--- config.mk ---
export PLATFORM = sky130hd
export DESIGN_NAME = capture_frequency_meter
export DESIGN_NICKNAME = d
export VERILOG_FILES = /design/src/design/cfm_pkg.sv /design/src/design/cfm_ctrl.sv /design/src/design/cfm_dp.sv /design/src/design/capture_frequency_meter.sv
export SDC_FILE = /design/constraint.sdc
export NUM_CORES = 1
export LEC_CHECK = 0
export ABC_CLOCK_PERIOD_IN_PS = 5200
export BUFFER_PORTS_ARGS = -buffer_cell sky130_fd_sc_hd__buf_2
export CAP_MARGIN = 20
export CORE_MARGIN = 4
export CORE_UTILIZATION = 35
export CTS_CLUSTER_SIZE = 20
export DETAILED_ROUTE_END_ITERATION = 6
export PLACE_DENSITY = 0.59
export SYNTH_ARGS = -nofsm -noshare
export SYNTH_HDL_FRONTEND = slang
export SYNTH_SLANG_ARGS = --single-unit
--- constraint.sdc ---
create_clock -name clk -period 5.2 [get_ports clk]
set_input_delay 0.26 -clock clk [delete_from_list [all_inputs] [get_ports clk]]
set_output_delay 0.26 -clock clk [all_outputs]
set_load 0.1 [all_outputs]
--- src/design/cfm_pkg.sv ---
// Shared constants, codes and handshake structs for the capture frequency meter.
`default_nettype none
package cfm_pkg;

    localparam int unsigned CAP_W   = 32;
    localparam int unsigned COUNT_W = 16;
    localparam int unsigned FREQ_W  = 27;
    localparam int unsigned STEP_W  = 5;

    localparam logic [FREQ_W-1:0]  CLOCK_HZ        = 27'd96000000;
    localparam logic [COUNT_W-1:0] STALE_OVERFLOWS = 16'd2;
    localparam logic [COUNT_W-1:0] COUNT_MAX       = 16'hFFFF;
    localparam logic [CAP_W-1:0]   PERIOD_RESET    = 32'hFFFF_FFFF;
    localparam logic [STEP_W-1:0]  LAST_STEP       = 5'd26;

    localparam logic KIND_CAPTURE  = 1'b0;
    localparam logic KIND_OVERFLOW = 1'b1;

    typedef struct packed {
        logic load_item;
        logic eval;
        logic div_step;
        logic commit;
    } cmd_t;

    typedef struct packed {
        logic need_div;
        logic div_last;
        logic slot_free;
    } status_t;

endpackage
`default_nettype wire

--- src/design/cfm_ctrl.sv ---
// Controller state machine sequencing request intake, evaluation, division and result hand-off.
`default_nettype none
module cfm_ctrl
(
    input  wire logic            clk,
    input  wire logic            rst_n,
    input  wire logic            in_valid,
    output logic                 in_ready,
    input  cfm_pkg::status_t     status,
    output cfm_pkg::cmd_t        cmd
);

    typedef enum logic [3:0]
    {
        S_IDLE   = 4'b0001,
        S_EVAL   = 4'b0010,
        S_DIV    = 4'b0100,
        S_COMMIT = 4'b1000
    } state_t;

    state_t state_reg;
    state_t state_next;

    always_ff @(posedge clk or negedge rst_n)
    begin
        if (!rst_n)
        begin
            state_reg <= S_IDLE;
        end
        else
        begin
            state_reg <= state_next;
        end
    end

    always_comb
    begin
        state_next    = state_reg;
        in_ready      = 1'b0;
        cmd.load_item = 1'b0;
        cmd.eval      = 1'b0;
        cmd.div_step  = 1'b0;
        cmd.commit    = 1'b0;
        case (state_reg)
            S_IDLE:
            begin
                in_ready = 1'b1;
                if (in_valid)
                begin
                    cmd.load_item = 1'b1;
                    state_next    = S_EVAL;
                end
            end
            S_EVAL:
            begin
                cmd.eval = 1'b1;
                if (status.need_div)
                begin
                    state_next = S_DIV;
                end
                else
                begin
                    state_next = S_COMMIT;
                end
            end
            S_DIV:
            begin
                cmd.div_step = 1'b1;
                if (status.div_last)
                begin
                    state_next = S_COMMIT;
                end
            end
            S_COMMIT:
            begin
                if (status.slot_free)
                begin
                    cmd.commit = 1'b1;
                    state_next = S_IDLE;
                end
            end
            default:
            begin
                state_next = S_IDLE;
            end
        endcase
    end

endmodule
`default_nettype wire

--- src/design/cfm_dp.sv ---
// Datapath: measurement state, tick arithmetic, radix-2 divider and output register.
`default_nettype none
module cfm_dp
(
    input  wire logic                          clk,
    input  wire logic                          rst_n,
    input  cfm_pkg::cmd_t                      cmd,
    output cfm_pkg::status_t                   status,
    input  wire logic                          cfg_write,
    input  wire logic [cfm_pkg::CAP_W-1:0]     cfg_period,
    input  wire logic                          kind,
    input  wire logic [cfm_pkg::CAP_W-1:0]     capture_value,
    output logic                               out_valid,
    input  wire logic                          out_ready,
    output logic [cfm_pkg::FREQ_W-1:0]         frequency_hz,
    output logic                               updated,
    output logic                               timed_out
);

    logic                          kind_reg;
    logic [cfm_pkg::CAP_W-1:0]     cap_reg;
    logic [cfm_pkg::CAP_W-1:0]     period_reg;
    logic [cfm_pkg::CAP_W-1:0]     last_capture_reg;
    logic [cfm_pkg::COUNT_W-1:0]   count_reg;
    logic [cfm_pkg::FREQ_W-1:0]    freq_reg;
    logic                          upd_flag_reg;
    logic                          tmo_flag_reg;
    logic [cfm_pkg::CAP_W-1:0]     div_reg;
    logic [cfm_pkg::CAP_W-1:0]     rem_reg;
    logic [cfm_pkg::FREQ_W-1:0]    quo_reg;
    logic [cfm_pkg::STEP_W-1:0]    step_reg;
    logic                          out_valid_reg;
    logic [cfm_pkg::FREQ_W-1:0]    out_freq_reg;
    logic                          out_upd_reg;
    logic                          out_tmo_reg;

    logic [cfm_pkg::CAP_W-1:0]     ovf_term;
    logic [cfm_pkg::CAP_W-1:0]     ticks;
    logic                          fresh;
    logic                          need_div;
    logic [cfm_pkg::COUNT_W-1:0]   count_inc;
    logic [cfm_pkg::CAP_W:0]       trial;
    logic [cfm_pkg::CAP_W+1:0]     diff;
    logic                          ge;
    logic [cfm_pkg::CAP_W-1:0]     rem_next;
    logic [cfm_pkg::FREQ_W-1:0]    quo_next;
    logic [cfm_pkg::FREQ_W-1:0]    result_freq;

    // only counts of zero or one reach the divider, so the product reduces to a select
    assign ovf_term  = (count_reg == '0) ? '0 : period_reg;
    assign ticks     = cap_reg + ovf_term - last_capture_reg;
    assign fresh     = (count_reg < cfm_pkg::STALE_OVERFLOWS);
    assign need_div  = (kind_reg == cfm_pkg::KIND_CAPTURE) && fresh && (ticks != '0);
    assign count_inc = (count_reg == cfm_pkg::COUNT_MAX) ? count_reg
                                                         : count_reg + 1'b1;

    assign trial    = {rem_reg, quo_reg[cfm_pkg::FREQ_W-1]};
    assign diff     = {1'b0, trial} - {2'b00, div_reg};
    assign ge       = ~diff[cfm_pkg::CAP_W+1];
    assign rem_next = ge ? diff[cfm_pkg::CAP_W-1:0] : trial[cfm_pkg::CAP_W-1:0];
    assign quo_next = {quo_reg[cfm_pkg::FREQ_W-2:0], ge};

    assign result_freq = upd_flag_reg ? quo_reg : freq_reg;

    assign status.need_div  = need_div;
    assign status.div_last  = (step_reg == cfm_pkg::LAST_STEP);
    assign status.slot_free = ~out_valid_reg | out_ready;

    assign out_valid    = out_valid_reg;
    assign frequency_hz = out_freq_reg;
    assign updated      = out_upd_reg;
    assign timed_out    = out_tmo_reg;

    always_ff @(posedge clk)
    begin
        if (cmd.load_item)
        begin
            kind_reg <= kind;
            cap_reg  <= capture_value;
        end
        if (cmd.eval)
        begin
            div_reg  <= ticks;
            rem_reg  <= '0;
            quo_reg  <= cfm_pkg::CLOCK_HZ;
            step_reg <= '0;
        end
        else if (cmd.div_step)
        begin
            rem_reg  <= rem_next;
            quo_reg  <= quo_next;
            step_reg <= step_reg + 1'b1;
        end
        if (cmd.commit)
        begin
            out_freq_reg <= result_freq;
            out_upd_reg  <= upd_flag_reg;
            out_tmo_reg  <= tmo_flag_reg;
        end
    end

    always_ff @(posedge clk or negedge rst_n)
    begin
        if (!rst_n)
        begin
            period_reg       <= cfm_pkg::PERIOD_RESET;
            last_capture_reg <= '0;
            count_reg        <= '0;
            freq_reg         <= '0;
            upd_flag_reg     <= 1'b0;
            tmo_flag_reg     <= 1'b0;
            out_valid_reg    <= 1'b0;
        end
        else
        begin
            if (cfg_write)
            begin
                period_reg <= cfg_period;
            end
            if (cmd.eval)
            begin
                if (kind_reg == cfm_pkg::KIND_CAPTURE)
                begin
                    last_capture_reg <= cap_reg;
                    count_reg        <= '0;
                    upd_flag_reg     <= need_div;
                    tmo_flag_reg     <= 1'b0;
                end
                else
                begin
                    count_reg    <= count_inc;
                    upd_flag_reg <= 1'b0;
                    tmo_flag_reg <= (count_inc >= cfm_pkg::STALE_OVERFLOWS);
                    if (count_inc >= cfm_pkg::STALE_OVERFLOWS)
                    begin
                        freq_reg <= '0;
                    end
                end
            end
            if (cmd.commit)
            begin
                freq_reg      <= result_freq;
                out_valid_reg <= 1'b1;
            end
            else if (out_ready)
            begin
                out_valid_reg <= 1'b0;
            end
        end
    end

endmodule
`default_nettype wire

--- src/design/capture_frequency_meter.sv ---
// Top level of the capture frequency meter: controller and datapath.
//
//  channel  | handshake             | payload
//  ---------+-----------------------+--------------------------------------
//  in       | in_valid / in_ready   | kind, capture_value
//  out      | out_valid / out_ready | frequency_hz, updated, timed_out
//  cfg      | cfg_valid / cfg_ready | timer_period
//
// A capture that divides passes through an evaluation state, the radix-2 divider
// and a commit state; other requests go from evaluation straight to commit. A
// new request is taken once the previous one has been committed, even while its
// result waits. A full, unread output register holds the commit. Reset clears
// the measurement state and the output valid flag and loads the timer period
// with all ones.
`default_nettype none
module capture_frequency_meter
(
    input  wire logic                          clk,
    input  wire logic                          rst_n,
    input  wire logic                          in_valid,
    output logic                               in_ready,
    input  wire logic                          kind,
    input  wire logic [cfm_pkg::CAP_W-1:0]     capture_value,
    output logic                               out_valid,
    input  wire logic                          out_ready,
    output logic [cfm_pkg::FREQ_W-1:0]         frequency_hz,
    output logic                               updated,
    output logic                               timed_out,
    input  wire logic                          cfg_valid,
    output logic                               cfg_ready,
    input  wire logic [cfm_pkg::CAP_W-1:0]     timer_period
);

    cfm_pkg::cmd_t    cmd;
    cfm_pkg::status_t status;

    assign cfg_ready = 1'b1;

    cfm_ctrl u_ctrl
    (
        .clk      (clk),
        .rst_n    (rst_n),
        .in_valid (in_valid),
        .in_ready (in_ready),
        .status   (status),
        .cmd      (cmd)
    );

    cfm_dp u_dp
    (
        .clk           (clk),
        .rst_n         (rst_n),
        .cmd           (cmd),
        .status        (status),
        .cfg_write     (cfg_valid & cfg_ready),
        .cfg_period    (timer_period),
        .kind          (kind),
        .capture_value (capture_value),
        .out_valid     (out_valid),
        .out_ready     (out_ready),
        .frequency_hz  (frequency_hz),
        .updated       (updated),
        .timed_out     (timed_out)
    );

endmodule
`default_nettype wire

==> run summary <==
Avg Cell Area, Syn = 9.94 um^2
Synthesis-stage register bit count = 272
Vias = 11.6k
H-tree Lvls = 1
Met3 WL post-DR = 1340 um
Clock transition at path regs = 0.06 ns
Post-synth top area cell = edfxtp_1
Worst R2R Path Depth = 18
TritonRoute pass-1 iters = 5
Reg-to-reg startpoint = u_dp.count_reg[2]
WL/cell = 15.1 um
Ant diodes = 0
Hold Crit Depth = 3
Post-synth EDFFs = 94
Fin crit share = 0.937
Dominant synthesized flop cell = edfxtp_1
Fin Setup TNS = 0 ns
PortBufs = 100
Latest clock arrival within the worst-skew pair = 0.58 ns
Relative slew margins = 0.371
Count of cell types in the netlist = 86
Flop2flop setup slack = 0.33 ns
Via density = 5.03
CP peak stage delay = 0.53 ns
Final slew viol count = 0
Yosys warning count = 0
Crit-path max FO = 32
Seq/Total Area, Yosys = 0.460
Row cnt = 76
CP Class = reg2reg
Total routed wirelength = 34700 um
M1 wire length = 16400 um
Crit path launch = u_dp.count_reg[2]
Register area = 7000 um^2
Final-stage net count = 1861
Initial Utilization = 0.354
Highest metal used = met4
Core ar. = 43000 um^2
Setup Skew = 0.0280 ns
Antenna-violating nets left = 0
Xor and xnor area share after synthesis = 0.0340
Critical path's slowest cell = or4b_1
Total GRT Usage = 0.145
Complex-gate fraction of the synthesized area = 0.165
Num CTS Buffers = 31
Worst Hold End = u_dp.out_valid
Final Worst Setup Slack = 0.329 ns
MaxCap Viol Count = 0
Die area = 46900 um^2
Number of global-route vias before repair = 11.6k
FMAX = 205 MHz
Clock tree buffer depth = 3
TritonCTS clock tree = done
Met2 wire length = 16300 um
Area of the multi-input gates = 7620 um^2
Status = complete, no violations
Initial antenna violation count = 0
DRC = 0
Largest family of logic cells by synthesized area = compound AO/OA/AOI/OAI gates
Arr. time, crit path = 5.30 ns
Post-synthesis instance total = 1531
Final Critical Period = 4.87 ns
Placer Congestion = 0.875
Iteration-0 DRC Markers = 612
Critical Path RT = 5.63 ns
HPWL after detailed placement = 23900 um
Clk sinks = 272
Synth top area share = 0.186
Mapped Area = 15200 um^2
# setup viols final = 0
Fillcell total = 4156
GR Overflow Total = 0
First-pass GRT wire length = 58200 um
Reg-to-reg endpoint = u_dp.upd_flag_reg
Io pins = 102
Root Driver = clkbuf_16
Fraction of registers with async set/reset = 0.419
Area growth syn-to-layout = 19.1%
Share of post-route cells with drive strength above 1 = 0.177
Die width = 217 um
Ranking of synthesized cells by area = edfxtp_1 (19%), dfrtp_1 (13%), dfxtp_1 (8.4%)
Cell with the most instances after synthesis = nand2_1
Largest net degree at the start of global routing = 65
Worst Tran Pin Value = 0.944 ns
Unrepaired setup endpoints after global routing = no
Worst hold path class = in2reg
Post-synth net total = 1701
Adder-Cell Fraction of Synth Area = 0.0980
Startpoint Class = flip-flop
Simple-Gate Fraction of Synth Area = 0.148
Post-synthesis mux area share = 0.0492
Die Ht = 217 um
Pre-CTS setup slack = 0.124 ns
Hold_sp = out_ready
Hold Fails Final Rpt = 0
Synth cell count leaders = nand2_1 (186), a21oi_1 (140), o21ai_0 (99), inv_1 (95), edfxtp_1 (94)
CP Capture Type = flip-flop
Worst-path cell chain = nor4_1, nand4_1, inv_1, nand2_1, buf_12, and2_1, fa_1, ha_1, o211ai_1, o211ai_1, nand2_1, xnor2_1, or4b_1, and4bb_1, nor4b_2, nand3b_1, nor4b_4, o21ai_1
-- through the flow --
stage	hold slack, ns	instances	util	cell area [um^2]
after floorplan	-0.0356	1531	-	15200
after global placement	0.220	2174	0.381	16400
after detailed placement	0.223	2174	0.381	16400
after CTS	0.0712	2299	0.420	18000
after global routing	0.120	2301	0.422	18100
final	0.0862	2301	0.422	18100
-- worst max path at each step --
stage	to	slack [ns]	depth (start not counted)
detailed placement	u_dp.upd_flag_reg	0.12	18
finish	u_dp.upd_flag_reg	0.33	18
CTS	u_dp.upd_flag_reg	0.06	18
global placement	u_ctrl.state_reg[2]	0.19	18
floorplan	u_ctrl.state_reg[2]	0.67	19
global route	u_dp.upd_flag_reg	0.03	18
-- per-layer routing --
layer	up-vias	GRT usage
met5	-	0
met4	0	0.0371
met3	48	0.0191
met2	227	0.243
met1	5527	0.200
li1	5769	-
-- what timing repair did --
| item | 4_1_cts | 5_1_grt |
|---|---|---|
| setup buffers | 0 | 2 |
| resized for setup | 0 | 16 |
| hold buffers | 67 | 0 |
| endpoints found under the setup margin | 0 | 3 |
| endpoints found under the hold margin | 93 | 0 |
-- layout make-up --
type / count / share of cell area
Multi-Input combinational cell: 1093 / 0.421
Sequential cell: 272 / 0.386
Timing Repair Buffer: 196 / 0.0775
Clock buffer: 46 / 0.0492
Tap cell: 585 / 0.0404
Inverter: 97 / 0.0201
Clock inverter: 12 / 0.00587
-- cell usage in the layout, fill, tap and decap left out, drive strengths merged, types with 46 or more instances in the layout --
cell type,instances
a21oi,140
buf,129
clkbuf,46
dfrtp,81
dfxtp,64
dlygate4sd3,67
edfxtp,94
ha,68
inv,100
mux2,62
nand2,187
nor2,79
o21ai,103
-- logic make-up after synthesis --
group | count (synthesis)
AND/OR/NAND/NOR | 463
AO/OA/AOI/OAI | 403
flip-flops | 272
buffers and inverters | 166
adder cells (fa/ha/maj) | 100
multiplexers | 67
XOR/XNOR | 59
other | 1
-- critical path, delay by kind of cell (launching register included) --
family / cells / cell delay, ns
buffers and inverters: 2 / 0.26
AOI/OAI and AO/OA: 3 / 0.60
adders and majority gates: 2 / 0.87
DFF: 1 / 0.39
and+or+nand+nor: 10 / 2.45
xor gates and xnor gates: 1 / 0.16
Power is not shown: default switching activity piles up to over one toggle a cycle in this logic, so the estimate is an artifact.
